File: src/brf_pkg.sv
package brf_pkg;

    typedef enum logic [2:0] {
        REQ_PUSH    = 3'd0,
        REQ_POP     = 3'd1,
        REQ_PEEK    = 3'd2,
        REQ_DISCARD = 3'd3,
        REQ_COMMIT  = 3'd4,
        REQ_FLUSH   = 3'd5,
        REQ_STATUS  = 3'd6
    } t_req;

    localparam int unsigned LVL_W   = 11;
    localparam int unsigned MOVE_W  = 16;
    localparam int unsigned BYTE_W  = 8;
    localparam int unsigned OFFS_W  = 10;
    localparam int unsigned IDATA_W = 40;
    localparam int unsigned ODATA_W = 72;

    typedef struct packed {
        logic              full;
        logic              empty;
        logic [LVL_W-1:0]  contig_write;
        logic [LVL_W-1:0]  contig_read;
        logic [LVL_W-1:0]  space_left;
        logic [LVL_W-1:0]  fill_level;
    } t_status;

endpackage

File: src/brf_stat.sv
module brf_stat
    import brf_pkg::*;
#(
    parameter int unsigned CAPACITY = 1024
) (
    input  logic [$clog2(CAPACITY):0] i_wp,
    input  logic [$clog2(CAPACITY):0] i_rp,
    output t_status                   o_status
);

    localparam int unsigned AW = $clog2(CAPACITY);
    localparam int unsigned PW = AW + 1;
    localparam int unsigned XW = PW + MOVE_W;

    logic [PW-1:0] fill, space, run_r, run_w, c_rd, c_wr;
    logic [XW-1:0] x_fill, x_space, x_crd, x_cwr;

    assign fill  = i_wp - i_rp;
    assign space = PW'(CAPACITY) - fill;
    assign run_r = PW'(CAPACITY) - PW'(i_rp[AW-1:0]);
    assign run_w = PW'(CAPACITY) - PW'(i_wp[AW-1:0]);
    assign c_rd  = (fill < run_r) ? fill : run_r;
    assign c_wr  = (space < run_w) ? space : run_w;

    assign x_fill  = XW'(fill);
    assign x_space = XW'(space);
    assign x_crd   = XW'(c_rd);
    assign x_cwr   = XW'(c_wr);

    assign o_status.fill_level   = x_fill[LVL_W-1:0];
    assign o_status.space_left   = x_space[LVL_W-1:0];
    assign o_status.contig_read  = x_crd[LVL_W-1:0];
    assign o_status.contig_write = x_cwr[LVL_W-1:0];
    assign o_status.empty        = (fill == '0);
    assign o_status.full         = (fill == PW'(CAPACITY));

endmodule

File: config.mk
export PLATFORM = sky130hd
export DESIGN_NAME = brf_stat
export DESIGN_NICKNAME = d
export VERILOG_FILES = /design/src/brf_pkg.sv /design/src/brf_stat.sv
export SDC_FILE = /design/constraint.sdc
export NUM_CORES = 1
export LEC_CHECK = 0
export ABC_AREA = 1
export BUFFER_PORTS_ARGS = -buffer_cell sky130_fd_sc_hd__buf_2
export CELL_PAD_IN_SITES_DETAIL_PLACEMENT = 0
export CELL_PAD_IN_SITES_GLOBAL_PLACEMENT = 1
export CORE_AREA = 2 2 76 78
export DETAILED_ROUTE_END_ITERATION = 10
export DIE_AREA = 0 0 78 80
export GPL_ROUTABILITY_DRIVEN = 0
export PLACE_DENSITY = 0.94
export SKIP_LAST_GASP = 1
export SLEW_MARGIN = 30
export SYNTH_ARGS = -nofsm -noshare
export SYNTH_HDL_FRONTEND = slang
export SYNTH_SLANG_ARGS = --single-unit
File: constraint.sdc
create_clock -name vclk -period 10.3
set_input_delay 1.545 -clock vclk [all_inputs]
set_output_delay 1.545 -clock vclk [all_outputs]
set_load 0.005 [all_outputs]
### Yosys cells after proc, flatten, opt, wreduce, memory -nomap -nowiden

Cells that the tools add are included.

* add/sub/neg operators: 4
* multipliers: 0
* div/mod/pow operators: 0
* magnitude comparators: 2
* equality and inequality tests: 1
* shift operators: 0
* muxes and demuxes: 2
* bitwise gates (word level): 0
* reductions and logical operators: 1

Operators by type and width (count)
* $lt A11 B11 Y1: 2
* $mux W11: 2
* $sub A11 B10 Y11 const A: 2
* $eq A11 B11 Y1 const B: 1
* $logic_not A11 Y1: 1
* $sub A11 B11 Y11: 1
* $sub A11 B11 Y11 const A: 1

* register bits: 0
* bits in latches: 0
* RAM bits: 0
* ROM bits: 0
* input bits: 22
* output and inout bits: 46
* logic and storage cells: 10
* memories kept: 0

### Longest topological paths before layout

* depth after elaboration: 4
* mapped depth: 24
* depth with buffers taken out: 23

### Least setup slack after synthesis

Ideal clock, no wire load.

* kind: input-to-output
* start: in i_wp[0]
* end: out o_status[42] (netlist bit)
* data arrival time: 4.665 ns
* data required time: 8.755 ns
* path slack: 4.090 ns
* stages on the path: 21
* path buffers: 1
* path through: inv_1 -> ha_1 -> fa_1 -> ha_1 -> inv_1 -> a21oi_1 -> nand3_2 -> nor2_4 -> nand3_4 -> nor2_4 -> nand2_1 -> and2_1 -> ha_1 -> a21oi_1 -> nor2_1 -> a211oi_1 -> nand3_1 -> inv_1 -> buf_2 -> nand3_1 -> nand2_1

RTL lines
* start: declaration: line brf_stat.sv:6 `input logic [$clog2(CAPACITY):0] i_wp,`
* end: declaration: line brf_stat.sv:8 `output t_status o_status`

==> results.tsv <==
metric	value	unit
cp-startpoint	i_wp[0]	
synth_top_family_by_area	simple AND/OR/NAND/NOR gates	
tightest_slew	0.433	ns
rsz0062_at_grt	false	
ctsHoldBuffers	0	
leakagePower	0.00141	uW
maxCapViolations	0	
antenna_found_initial	0	
hpwl	4.70	mm
finalCritPeriodShare	65.5	%
numPortBuffers	68	
fmax	148	MHz
vias	2204	
drtIter0Drc	61	
setup_viol	0	
arrival	5.20	ns
yosysSeqAreaShare	0	%
required	8.76	ns
crit_path_start_kind	input port	
wirelength	5.17	mm
initial_core_util	36.9	%
synth-compound-area-share	11.6	%
postCtsSetupBuffers	0	
die_w	78	um
grt_pass1_wl	8.67	mm
drt-vias-per-instance	4.64	
n_antenna_cell	0	
p_per_area	83.2	nW/um^2
whs	3.40	ns
grt.total_usage	16.5	%
whs_path_depth	4	
dieHeight	80	um
drive_gt1_share	27.0	%
synth_mux_area_share	0	%
clock_buffers	0	
synth_area_per_cell	5.89	sq um
grt_pass1_vias	2001	
cp-end-kind	output pin	
post_drt_wl_per_cell	10.9	um
cts_resized	0	
fp.coreArea	5410	sq um
vdd_drop_max	0.0000281	V
ant_nets	0	
ys_types	29	
seq_area	0	sq um
yosys_warnings	0	
die-area	6240	sq um
worstHoldStart	i_wp[0]	
drt_first_pass_iters	4	
hold_path_class	input port to output pin	
maxSlewHeadroom	71.1	%
final.setup.tns	0	ns
n_sequential_cell	0	
area_growth	20.1	%
power.total	200	uW
path_class	input port to output pin	
syn_area	2000	sq um
finalNetCount	462	
synth_nets	396	
drc	0	
synthSimpleGateAreaFrac	42.0	%
critPathMaxFanout	16	
synth_adder_area_share	22.3	%
synth-xor-area-share	9.71	%
grt_max_degree	17	
hold_viol_final	0	
rows	27	
post-route-min-period	6.75	ns
status	finished clean	
maxSlewViolCount	0	
grt_overflow_total	0	
num_io_pins	68	
syn_inst	339	
==> worst max-delay path, cell delays in order <==
cell and delay [ns]:
buf_2 0.10, inv_1 0.07, ha_1 0.22, fa_1 0.56, ha_1 0.16, inv_1 0.05
a21oi_1 0.14, nand3_2 0.13, nor2_4 0.13, nand3_4 0.09, nor2_4 0.12, nand2_1 0.08
and2_1 0.17, ha_1 0.30, a21oi_1 0.15, nor2_1 0.05, a211oi_1 0.17, nand3_1 0.24
inv_1 0.37, nand3_1 0.12, o21ai_1 0.09, buf_2 0.13
==> Yosys cell counts, drive strengths merged <==
master    n  share of area, %
nand2   101                22
inv      69                13
ha       34                21
nand3    31               9.4
o21ai    25               6.3
nor2     23               5.7
xor2     17               8.4
a21oi    16               4.6
nor3      6               2.5
buf       4               1.4
and2      3              0.94
nand4     3              0.94
xnor2     3               1.3
a211oi    2              0.75
fa        1               1.0
nand3b    1              0.38
==> power by group <==
group	leakage [uW]	switching [uW]	internal, uW
Sequential	0	0	0
Clock	0	0	0
Combinational	0.00141	121	79.0
Total	0.00141	121	79.0
==> cell type report <==
class	count	area, sq um
fillers	605	3010
inverters	69	259
multi-input cells	266	1710
well taps	72	90.1
repair buffers	68	340
==> final timing paths <==
path	endpoint	slack (ns)
worst max-delay path	o_status[41]	3.55
worst min-delay path	o_status[33]	3.40
==> metrics by stage <==
stage | worst slack, ns | instance area [sq um] | util (%) | cells
after detailed placement | 3.51 | 2400 | 44.4 | 475
after global placement | 3.63 | 2400 | 44.4 | 475
after CTS | 3.50 | 2400 | 44.4 | 475
final | 3.55 | 2400 | 44.4 | 475
after floorplan | 4.09 | 2000 | - | 339
after global routing | 3.13 | 2400 | 44.4 | 475
==> layout by cell type (no fill, tap or decap), drive strengths merged <==
cell / synthesis / final
nand2: 101 / 101
nor3: 6 / 6
nand3b: 1 / 1
nand3: 31 / 31
nor2: 23 / 23
o21ai: 25 / 25
buf: 4 / 68
xnor2: 3 / 3
ha: 34 / 34
inv: 69 / 69
xor2: 17 / 17
and2: 3 / 3
a211oi: 2 / 2
nand4: 3 / 3
a21oi: 16 / 16
fa: 1 / 1
==> layer usage <==
layer  part of all wire, %  GRT usage, %  up-vias
met5                     0             0        -
met2                    48          30.9       34
met3                   2.7         0.339        4
met4                  0.99          1.23        0
li1                      -             -     1207
met1                    48          21.9      959
==> kinds of logic (layout without fill, tap and decap cells) <==
| logic type | count (synthesis) | after routing |
|---|---|---|
| AO/OA/AOI/OAI | 43 | 43 |
| XOR/XNOR | 20 | 20 |
| adder cells (fa/ha/maj) | 35 | 35 |
| buffers and inverters | 73 | 137 |
| AND/OR/NAND/NOR | 168 | 168 |
(Power assumes the default switching activity.)
