==> src/brf_pkg.sv <==
package brf_pkg;

    typedef enum logic [2:0] {
        REQ_PUSH    = 3'd0,
        REQ_POP     = 3'd1,
        REQ_PEEK    = 3'd2,
        REQ_DISCARD = 3'd3,
        REQ_COMMIT  = 3'd4,
        REQ_FLUSH   = 3'd5,
        REQ_STATUS  = 3'd6
    } t_req;

    localparam int unsigned LVL_W   = 11;
    localparam int unsigned MOVE_W  = 16;
    localparam int unsigned BYTE_W  = 8;
    localparam int unsigned OFFS_W  = 10;
    localparam int unsigned IDATA_W = 40;
    localparam int unsigned ODATA_W = 72;

    typedef struct packed {
        logic              full;
        logic              empty;
        logic [LVL_W-1:0]  contig_write;
        logic [LVL_W-1:0]  contig_read;
        logic [LVL_W-1:0]  space_left;
        logic [LVL_W-1:0]  fill_level;
    } t_status;

endpackage

==> src/brf_ctrl.sv <==
module brf_ctrl
    import brf_pkg::*;
#(
    parameter int unsigned CAPACITY = 1024
) (
    input  logic                        i_clk,
    input  logic                        i_rst_n,
    input  logic                        i_accept,
    input  t_req                        i_req,
    input  logic [MOVE_W-1:0]           i_move_count,
    input  logic [OFFS_W-1:0]           i_peek_offset,
    output logic                        o_we,
    output logic [$clog2(CAPACITY)-1:0] o_waddr,
    output logic                        o_re,
    output logic [$clog2(CAPACITY)-1:0] o_raddr,
    output logic                        o_rvalid,
    output logic [MOVE_W-1:0]           o_moved,
    output logic [$clog2(CAPACITY):0]   o_wp,
    output logic [$clog2(CAPACITY):0]   o_rp
);

    localparam int unsigned AW = $clog2(CAPACITY);
    localparam int unsigned PW = AW + 1;
    localparam int unsigned XW = PW + MOVE_W;

    logic [PW-1:0] r_wp, r_rp, n_wp, n_rp;
    logic [PW-1:0] fill, space;
    logic [XW-1:0] x_count, x_fill, x_space, x_peek, x_disc, x_over;

    assign fill    = r_wp - r_rp;
    assign space   = PW'(CAPACITY) - fill;
    assign x_count = XW'(i_move_count);
    assign x_fill  = XW'(fill);
    assign x_space = XW'(space);
    assign x_peek  = XW'(r_rp) + XW'(i_peek_offset);
    assign x_disc  = (x_count < x_fill) ? x_count : x_fill;
    assign x_over  = x_count - x_space;

    always_comb begin
        n_wp     = r_wp;
        n_rp     = r_rp;
        o_we     = 1'b0;
        o_re     = 1'b0;
        o_raddr  = r_rp[AW-1:0];
        o_rvalid = 1'b0;
        o_moved  = '0;
        case (i_req)
            REQ_PUSH: begin
                if (fill != PW'(CAPACITY)) begin
                    o_we    = 1'b1;
                    n_wp    = r_wp + PW'(1);
                    o_moved = MOVE_W'(1);
                end
            end
            REQ_POP: begin
                if (fill != '0) begin
                    o_re     = 1'b1;
                    o_rvalid = 1'b1;
                    n_rp     = r_rp + PW'(1);
                    o_moved  = MOVE_W'(1);
                end
            end
            REQ_PEEK: begin
                o_raddr = x_peek[AW-1:0];
                if (XW'(i_peek_offset) < x_fill) begin
                    o_re     = 1'b1;
                    o_rvalid = 1'b1;
                end
            end
            REQ_DISCARD: begin
                n_rp    = r_rp + x_disc[PW-1:0];
                o_moved = x_disc[MOVE_W-1:0];
            end
            REQ_COMMIT: begin
                if (x_count > x_space) begin
                    n_rp = r_rp + x_over[PW-1:0];
                end
                n_wp    = r_wp + x_count[PW-1:0];
                o_moved = i_move_count;
            end
            REQ_FLUSH: begin
                n_wp = '0;
                n_rp = '0;
            end
            default: begin
            end
        endcase
    end

    always_ff @(posedge i_clk) begin
        if (!i_rst_n) begin
            r_wp <= '0;
            r_rp <= '0;
        end else if (i_accept) begin
            r_wp <= n_wp;
            r_rp <= n_rp;
        end
    end

    assign o_waddr = r_wp[AW-1:0];
    assign o_wp    = r_wp;
    assign o_rp    = r_rp;

endmodule

==> config.mk <==
export PLATFORM = sky130hd
export DESIGN_NAME = brf_ctrl
export DESIGN_NICKNAME = d
export VERILOG_FILES = /design/src/brf_pkg.sv /design/src/brf_ctrl.sv
export SDC_FILE = /design/constraint.sdc
export NUM_CORES = 1
export LEC_CHECK = 0
export BUFFER_PORTS_ARGS = -buffer_cell sky130_fd_sc_hd__buf_2
export CAP_MARGIN = 40
export CORE_MARGIN = 8
export CORE_UTILIZATION = 40
export DETAILED_ROUTE_END_ITERATION = 10
export SLEW_MARGIN = 40
export SYNTH_ARGS = -nofsm -noshare
export SYNTH_HDL_FRONTEND = slang
export SYNTH_SLANG_ARGS = --single-unit
==> constraint.sdc <==
create_clock -name i_clk -period 7 [get_ports i_clk]
set_input_delay 0.35 -clock i_clk [delete_from_list [all_inputs] [get_ports i_clk]]
set_output_delay 0.35 -clock i_clk [all_outputs]
set_load 0.01 [all_outputs]
=== Yosys cells after proc, flatten, opt, wreduce, memory -nomap -nowiden ===
Index checks and enable logic that the tools add are counted.

* Output and inout bits: 61
* Word-level logic and storage cells: 44
* Input port bits: 32
* Register bits: 22

* Add/sub/neg operators: 9
* Reduce and logical (&&, ||, !) cells: 6
* Order comparisons: 3
* Eq/ne operators: 9
* Mux-type cells: 15

{| class="wikitable"
|+ Operators with widths
! cell !! count
|-
| $pmux W16 S4 || 1
|-
| $pmux W11 S4 || 1
|-
| $add A11 B11 Y11 || 3
|-
| $mux W11 || 3
|-
| $pmux W11 S3 || 1
|-
| $add A11 B1 Y11 const B || 2
|-
| $sub A11 B11 Y11 || 2
|-
| $gt A16 B11 Y1 || 1
|-
| $lt A16 B11 Y1 || 1
|-
| $mux W16 || 1
|-
| $lt A10 B11 Y1 || 1
|-
| $ne A11 B11 Y1 const B || 1
|-
| $reduce_bool A11 Y1 || 1
|-
| $sub A11 B11 Y11 const A || 1
|-
| $add A10 B10 Y10 || 1
|-
| $mux W10 || 1
|-
| $eq A3 B2 Y1 const B || 2
|-
| $eq A3 B3 Y1 const B || 2
|-
| $mux W1 || 6
|-
| $ne A2 B2 Y1 const B || 3
|-
| $reduce_and A4 Y1 || 1
|-
| $reduce_bool A4 Y1 || 1
|-
| $eq A3 B1 Y1 const B || 1
|-
| $logic_not A3 Y1 || 1
|-
| 3 further kinds || 3
|}

=== Logic depth before layout (Yosys ltp) ===
Gate-level depths: netlist of run 1.

* Word-level depth: 6
* Depth in mapped cells: 30

=== Worst setup path before layout of run 1 ===
No wires, ideal clock.

* Kind: reg2reg
* Start: register r_rp[0] (netlist: o_rp[0])
* End: register r_rp[10] (netlist: o_rp[10])
* Data arrival time: 5.998 ns
* Setup slack: 0.911 ns
* Setup time: 0.091 ns
* Clock period less this slack: 6.089 ns
* Stages on the path, launching flop included: 29
* Cell sequence: dfxtp_1 ha_1 inv_1 fa_1 a211oi_1 o21a_1 o21ai_0 xor2_1 inv_1 ha_1 a21oi_1 a311oi_2 o31ai_2 o311ai_4 and2_2 buf_2 o21ai_0 nand2_1 ha_1 inv_1 fa_1 nor2b_1 o21ai_0 a21o_1 a31oi_1 nand3_1 o311a_1 or4_1 a311oi_1

* Cells in the longest elaborated chain, start to end: 6
* Elaborated cells between the ends (all ways): 16
* Classes of those cells: add/sub (6); order compare (2); eq/ne (2); mux (4); reduce/logical (2)

{| class="wikitable"
|+ Ends and longest elaborated chain
! item !! RTL line !! source
|-
| start: declaration || brf_ctrl.sv:26 || <nowiki>logic [PW-1:0] r_wp, r_rp, n_wp, n_rp;</nowiki>
|-
| start signal: assignment || brf_ctrl.sv:96 || <nowiki>r_rp <= n_rp;</nowiki>
|-
| $sub A11 B11 Y11 || brf_ctrl.sv:30 || <nowiki>assign fill = r_wp - r_rp;</nowiki>
|-
| $sub A11 B11 Y11 || brf_ctrl.sv:31 || <nowiki>assign space = PW'(CAPACITY) - fill;</nowiki>
|-
| $sub A11 B11 Y11 || brf_ctrl.sv:37 || <nowiki>assign x_over = x_count - x_space;</nowiki>
|-
| $add A11 B11 Y11 || brf_ctrl.sv:76 || <nowiki>n_rp = r_rp + x_over[PW-1:0];</nowiki>
|-
| $mux W11 || brf_ctrl.sv:75 || <nowiki>if (x_count > x_space) begin</nowiki>
|-
| $pmux W11 S4 || brf_ctrl.sv:47 || <nowiki>case (i_req)</nowiki>
|}

Several ways; a longest one is shown, not always the timed one. The select of a mux whose other input is x is not followed.
A chain may end at the register's enable or synchronous reset.

=== Worst setup path in the final report of run 1 ===
* Start: register r_wp[0] (netlist: o_wp[0])
* End: register r_rp[10] (netlist: o_rp[10])

* Cells in the longest elaborated chain, start to end: 6
* Elaborated cells between the ends (all ways): 14
* Classes of those cells: add/sub (5); order compare (2); eq/ne (2); mux (3); reduce/logical (2)

{| class="wikitable"
|+ Ends and longest elaborated chain
! item !! RTL line !! source
|-
| start: declaration || brf_ctrl.sv:26 ||
|-
| start signal: assignment || brf_ctrl.sv:95 || <nowiki>r_wp <= n_wp;</nowiki>
|-
| $sub A11 B11 Y11 * || brf_ctrl.sv:30 ||
|-
| $sub A11 B11 Y11 || brf_ctrl.sv:31 ||
|-
| $sub A11 B11 Y11 || brf_ctrl.sv:37 ||
|-
| $add A11 B11 Y11 || brf_ctrl.sv:76 ||
|-
| $mux W11 || brf_ctrl.sv:75 ||
|-
| $pmux W11 S4 || brf_ctrl.sv:47 ||
|}

Every way passes the cells marked *; elsewhere a longest branch is shown, timed or not. The select of a mux whose other input is x is not followed.

==> results.sh, run 1 <==
export IMPL_critPathCaptureType="flip-flop"
export IMPL_synthesis_nets=756
export IMPL_drive_gt1_share_pct=19.8
export IMPL_total_half_perimeter_wirelength_after_legalization_and_detailed_placement_mm=13.8
export IMPL_critical_path_class="reg -> reg"
export IMPL_tritoncts="built"
export IMPL_synth_yosys_warnings=0
export IMPL_drt_antenna_violating_nets=0
export IMPL_maxClockFrequency_ghz=0.152
export IMPL_ioPinCount=93
export IMPL_synth_lib_cells_used_distinct=73
export IMPL_antenna_violations_before_repair=0
export IMPL_filler_cell_count=1235
export IMPL_power_density_nw_per_um2=209
export IMPL_report_final_hold_viol_count=0
export IMPL_tritoncts_num_buffers=3
export IMPL_cts_sinks=22
export IMPL_synth_seq_cells=22
export IMPL_fin_setup_tns_ps=0
export IMPL_drt_iter0_markers=409
export IMPL_worst_slew_pin_transition_ps=795
export IMPL_route_final_wire_length_mm=16.7
export IMPL_worst_path_max_delay_cell="fa_1"
export IMPL_finClkSkew_ps=4.08
export IMPL_die_area_um2=16300
export IMPL_gp_routability_congestion=0.940
export IMPL_synth_top_cells_by_area="ha_1 20%, dfxtp_1 8.8%, fa_1 5.6%"
export IMPL_num_antenna_cells=0
export IMPL_synth_enable_flop_cells=0
export IMPL_power_ir_vdd_worst_v=0.000186
export IMPL_chipHeight_um=128
export IMPL_worst_ep_required_time_ps=7180
export IMPL_placementRows=40
export IMPL_critPathMaxFanout=10
export IMPL_setup_violations_final=0
export IMPL_synthCells=631
export IMPL_async_flop_share_pct=0
export IMPL_clock_path_buffers=2
export IMPL_drt_drc_violations_left=0
export IMPL_endpoint_arrival_time_on_the_critical_path_ps=6740
export IMPL_grtUsageTotal_pct=20.1
export IMPL_clock_root_buffer="clkbuf_16"
export IMPL_syn2layout_area_growth_pct=14.0
export IMPL_cts_hold_fix_buffers=0
export IMPL_p_total_mw=1.19
export IMPL_via_count=5005
export IMPL_leakagePower_nw=2.74
export IMPL_global_route_overflow=0
export IMPL_sequential_cell_area_um2=440
export IMPL_syn_cell_area_um2=4980
export IMPL_nets=837
export IMPL_maxSlewHeadroom_pct=46.8
export IMPL_detailedRoute_firstPassIterationCount=5
export IMPL_post_drt_via_cell_ratio=5.69
export IMPL_pin_count_of_the_biggest_net_entering_global_routing=21
export IMPL_max_stage_delay_ps=430
export IMPL_multiInputGateArea_um2=4230
export IMPL_place_detailed_instances=875
export IMPL_slew_viol_final=0
export IMPL_die_outline_width_um=128
export IMPL_routed_wire_length_per_instance_um=19.0
export IMPL_wire_length_of_the_first_global_routing_pass_mm=26.2
export IMPL_fin_crit_ps=6560
export IMPL_clock_insertion_delay_worst_skew_ps=270
export IMPL_grt_setup_unrepaired="no"
export IMPL_synthTopCellsByCount="79 x ha_1, 49 x nand2_1, 47 x inv_1"
export IMPL_final_hold_worst_slack_ps=466
export IMPL_average_size_of_a_mapped_cell_um2=7.89
export IMPL_vias_in_the_first_global_route=4891
export IMPL_number_of_maximum_capacitance_constraint_violations=0
export IMPL_synth_top_cell_area_share_pct=19.8
export IMPL_placement_io_buffers=92
export IMPL_clk_pin_slew_ps=70
export IMPL_outcome="complete, no violations"
export IMPL_startpoint_type="flip-flop"
export IMPL_ys_seq_area_share_pct=8.84
export IMPL_post_synth_top_area_cell="ha_1"
export IMPL_synth_flop_cell="dfxtp_1"
export IMPL_holdCritPathClass="in -> reg"
export IMPL_htree_levels=1
export IMPL_synth_most_common_cell="ha_1"
export IMPL_final_instance_count_excl_fillers=879
export IMPL_cell_repeated_most_along_the_worst_path="inv_1"
export IMPL_part_of_the_cycle_the_worst_path_needs_pct=93.7
export IMPL_floorplan_initialDensity_pct=41.3
export IMPL_design_core_area_um2=12100
[placed cells by master, fill, tap and decap left out, drive strengths merged, types with 5 or more instances in the layout]
cell     count
o21bai      11
fa          14
nand2       49
and2         8
a31oi        5
dfxtp       22
or3          6
a311oi       5
nor3        16
a21o        13
nor2b       10
o21a         7
inv         47
nand3       11
xor2        16
buf        102
o31ai       10
a21oi       47
and3        13
ha          79
nor4         5
xnor2       31
o21ai       35
a2111oi      7
mux2i       16
a22oi        6
nand2b       6
a211oi      12
nor2        39
[worst max-delay path, delay by kind of cell, from the launching register on]
family	cells	cell delay, ps
compound gates	14	3270
fa+ha+maj	5	1320
simple gates	6	1160
flops	1	370
buf+inv	4	340
[state kept, by name (all words and copies together), names as in the netlist]
name / flops
o_rp: 11
o_wp: 11
[repair_timing]
item | CTS | global route
resized for setup | 0 | 4
endpoints found under the setup margin | 0 | 2
setup buffers | 0 | 0
[per-stage QoR]
step	cell area (um^2)	setup slack (ps)	utilization, %
after floorplan	4980	911	-
after global placement	5570	574	46.2
after detailed placement	5580	286	46.2
after CTS	5670	239	47.0
after global routing	5680	56.0	47.1
final	5680	441	47.1
[kinds of logic after synthesis]
group	Yosys count	share of synthesized area (%)
XOR/XNOR	47	8.27
buffers and inverters	73	6.61
flip-flops	22	8.84
adder cells (fa/ha/maj)	94	25.7
AND/OR/NAND/NOR	187	20.7
multiplexers	18	3.67
AO/OA/AOI/OAI	190	26.3
[final timing paths]
path | cells after the start | start | slack [ps] | to
hold / removal | 3 | i_rst_n | 470 | o_wp[3]$_SDFFE_PN0P_
setup / recovery | 29 | o_wp[0]$_SDFFE_PN0P_ | 440 | o_rp[10]$_SDFFE_PN0P_
hold reg to reg | 2 | o_wp[3]$_SDFFE_PN0P_ | 510 | o_wp[3]$_SDFFE_PN0P_
setup reg to reg | 29 | o_wp[0]$_SDFFE_PN0P_ | 440 | o_rp[10]$_SDFFE_PN0P_
[area by class of cell]
cell class / instances / area share [%]
well taps: 168 / 3.70
repair buffers: 102 / 9.43
inverters: 47 / 3.11
multi-input cells: 536 / 74.4
clock buffers: 4 / 1.56
flip-flops and latches: 22 / 7.76
[where the power goes]
part / total, mW / internal [mW] / switching (mW)
Combinational: 0.899 / 0.380 / 0.519
Clock: 0.147 / 0.0878 / 0.0593
Sequential: 0.144 / 0.133 / 0.0111
[routing by layer]
layer	track usage (%)	vias to the layer above	share of wire [%]
met3	2.58	19	5.2
li1	-	2474	-
met4	6.01	0	1.8
met2	33.8	149	47
met5	0	-	0
met1	26.2	2363	46
Note: power is estimated with default switching activity, not from simulation.
==> run 2: changes to the inputs <==
--- a/config.mk
+++ b/config.mk
@@ -5,11 +5,11 @@
 export SDC_FILE = /design/constraint.sdc
 export NUM_CORES = 1
 export LEC_CHECK = 0
-export BUFFER_PORTS_ARGS = -buffer_cell sky130_fd_sc_hd__buf_2
 export CAP_MARGIN = 40
 export CORE_MARGIN = 8
 export CORE_UTILIZATION = 40
 export DETAILED_ROUTE_END_ITERATION = 10
+export DONT_BUFFER_PORTS = 1
 export SLEW_MARGIN = 40
 export SYNTH_ARGS = -nofsm -noshare
 export SYNTH_HDL_FRONTEND = slang
==> results.sh, run 2 (same netlist as run 1, synthesis figures left out) <==
export IMPL_sequential_cell_area_um2=442
export IMPL_fin_crit_ps=6580
export IMPL_drive_gt1_share_pct=9.13
export IMPL_global_route_overflow=0
export IMPL_cts_sinks=22
export IMPL_drt_antenna_violating_nets=0
export IMPL_routed_wire_length_per_instance_um=20.4
export IMPL_number_of_maximum_capacitance_constraint_violations=0
export IMPL_route_final_wire_length_mm=16.2
export IMPL_startpoint="o_wp[0]$_SDFFE_PN0P_"
export IMPL_mostFrequentLayoutCell="ha_1"
export IMPL_num_antenna_cells=0
export IMPL_comb_power_share_pct=75.0
export IMPL_report_final_hold_viol_count=0
export IMPL_grtUsageTotal_pct=19.4
export IMPL_worst_r2r_cell_count=29
export IMPL_drt_drc_violations_left=0
export IMPL_holdCritPathClass="in -> reg"
export IMPL_nets=750
export IMPL_total_half_perimeter_wirelength_after_legalization_and_detailed_placement_mm=13.5
export IMPL_worst_path_max_delay_cell="o311ai_4"
export IMPL_layout_common_cells="79 x ha_1, 49 x nand2_1, 47 x inv_1"
export IMPL_part_of_the_cycle_the_worst_path_needs_pct=94.0
export IMPL_finClkSkew_ps=3.79
export IMPL_internal_power_mw=0.583
export IMPL_clkPwrFrac_pct=12.6
export IMPL_drt_iter0_markers=369
export IMPL_post_drt_via_cell_ratio=5.86
export IMPL_startpoint_type="flip-flop"
export IMPL_die_outline_width_um=128
export IMPL_setup_violations_final=0
export IMPL_fin_setup_tns_ps=0
export IMPL_syn2layout_area_growth_pct=5.88
export IMPL_tritoncts="built"
export IMPL_filler_cell_count=1193
export IMPL_clock_insertion_delay_worst_skew_ps=260
export IMPL_placement_io_buffers=0
export IMPL_placementRows=40
export IMPL_ff2ff_setup_slack_ps=420
export IMPL_timing_critical_path_to="o_rp[10]$_SDFFE_PN0P_"
export IMPL_clock_path_buffers=2
export IMPL_critPathCaptureType="flip-flop"
export IMPL_power_switching_mw=0.564
export IMPL_slew_viol_final=0
export IMPL_place_detailed_instances=786
export IMPL_multiInputGateArea_um2=4240
export IMPL_wire_length_of_the_first_global_routing_pass_mm=25.1
export IMPL_maxClockFrequency_ghz=0.152
export IMPL_grt_setup_unrepaired="no"
export IMPL_critPathMaxFanout=10
export IMPL_outcome="complete, no violations"
export IMPL_clock_root_buffer="clkbuf_16"
export IMPL_design_core_area_um2=12100
export IMPL_tritoncts_num_buffers=3
export IMPL_gp_routability_congestion=0.910
export IMPL_cell_repeated_most_along_the_worst_path="inv_1"
export IMPL_via_count=4645
export IMPL_max_stage_delay_ps=470
export IMPL_worst_r2r_endpoint="o_rp[10]$_SDFFE_PN0P_"
export IMPL_power_ir_vdd_worst_v=0.000145
export IMPL_reg2reg_from="o_wp[0]$_SDFFE_PN0P_"
export IMPL_die_area_um2=16300
export IMPL_htree_levels=1
export IMPL_timing_hold_worst_path_depth=2
export IMPL_power_density_nw_per_um2=218
export IMPL_ioPinCount=93
export IMPL_chipHeight_um=128
export IMPL_leakagePower_nw=2.33
export IMPL_clk_pin_slew_ps=70
export IMPL_antenna_violations_before_repair=0
export IMPL_endpoint_arrival_time_on_the_critical_path_ps=6760
export IMPL_vias_in_the_first_global_route=4520
export IMPL_critical_path_class="reg -> reg"
export IMPL_pin_count_of_the_biggest_net_entering_global_routing=21
export IMPL_worst_ep_required_time_ps=7170
export IMPL_switching_share_pct=49.2
export IMPL_floorplan_initialDensity_pct=41.3
export IMPL_maxSlewHeadroom_pct=47.8
export IMPL_hold_path_startpoint="i_rst_n"
export IMPL_detailedRoute_firstPassIterationCount=7
export IMPL_final_instance_count_excl_fillers=792
export IMPL_worst_slew_pin_transition_ps=780
export IMPL_sequentialPowerShare_pct=12.4
-- run 2: how the worst min path moves through the flow --
stage and end:
2_1_floorplan o_rp[10]$_SDFFE_PN0P_, 3_3_place_gp o_wp[8]$_SDFFE_PN0P_, 3_5_place_dp o_wp[8]$_SDFFE_PN0P_, 4_1_cts o_wp[8]$_SDFFE_PN0P_, 5_1_grt o_wp[8]$_SDFFE_PN0P_, 6_report o_wp[8]$_SDFFE_PN0P_
-- run 2: per-stage QoR --
step                area, um^2  hold slack, ps  util, %  power [mW]  setup WS, ps
CTS                       5230             223     43.4        1.14           244
global route              5270             225     43.7        1.26          27.6
global placement          5130             504     42.6       0.972           573
detailed placement        5140             510     42.6       0.988           294
finish                    5270             232     43.7        1.15           417
floorplan                 4980             503        -       0.798           911
-- run 2: cell type report --
| class | count | area share, % |
|---|---|---|
| flip-flops and latches | 22 | 8.38 |
| inverters | 47 | 3.35 |
| multi-input cells | 536 | 80.5 |
| clock buffers | 4 | 1.68 |
| repair buffers | 15 | 2.14 |
| well taps | 168 | 3.99 |
-- run 2: critical path: cells and delay by family (launching register included) --
kind | cells | cell delay (ps)
AOI/OAI and AO/OA | 14 | 3380
DFF | 1 | 310
adders and majority gates | 5 | 1300
buffers and inverters | 4 | 330
and+or+nand+nor | 6 | 1140
-- run 2: power groups by stage --
stage / Clock (mW) / Combinational, mW / Sequential [mW]
6_report: 0.144 / 0.861 / 0.142
2_1_floorplan: 0 / 0.647 / 0.151
5_1_grt: 0.154 / 0.961 / 0.143
3_3_place_gp: 0 / 0.827 / 0.145
3_5_place_dp: 0 / 0.843 / 0.145
4_1_cts: 0.150 / 0.851 / 0.142
-- run 2: layer usage --
layer / global-route usage [%] / routed length, um / vias to the layer above
met5: 0 / 0 / -
met3: 4.70 / 1150 / 16
li1: - / - / 2303
met1: 23.6 / 7040 / 2196
met4: 5.24 / 295 / 0
met2: 33.4 / 7660 / 130
-- run 2: timing repair --
item / CTS / global route
hold buffers: 0 / 0
endpoints found under the setup margin: 0 / 2
setup buffers: 0 / 2
gates resized for setup: 0 / 5
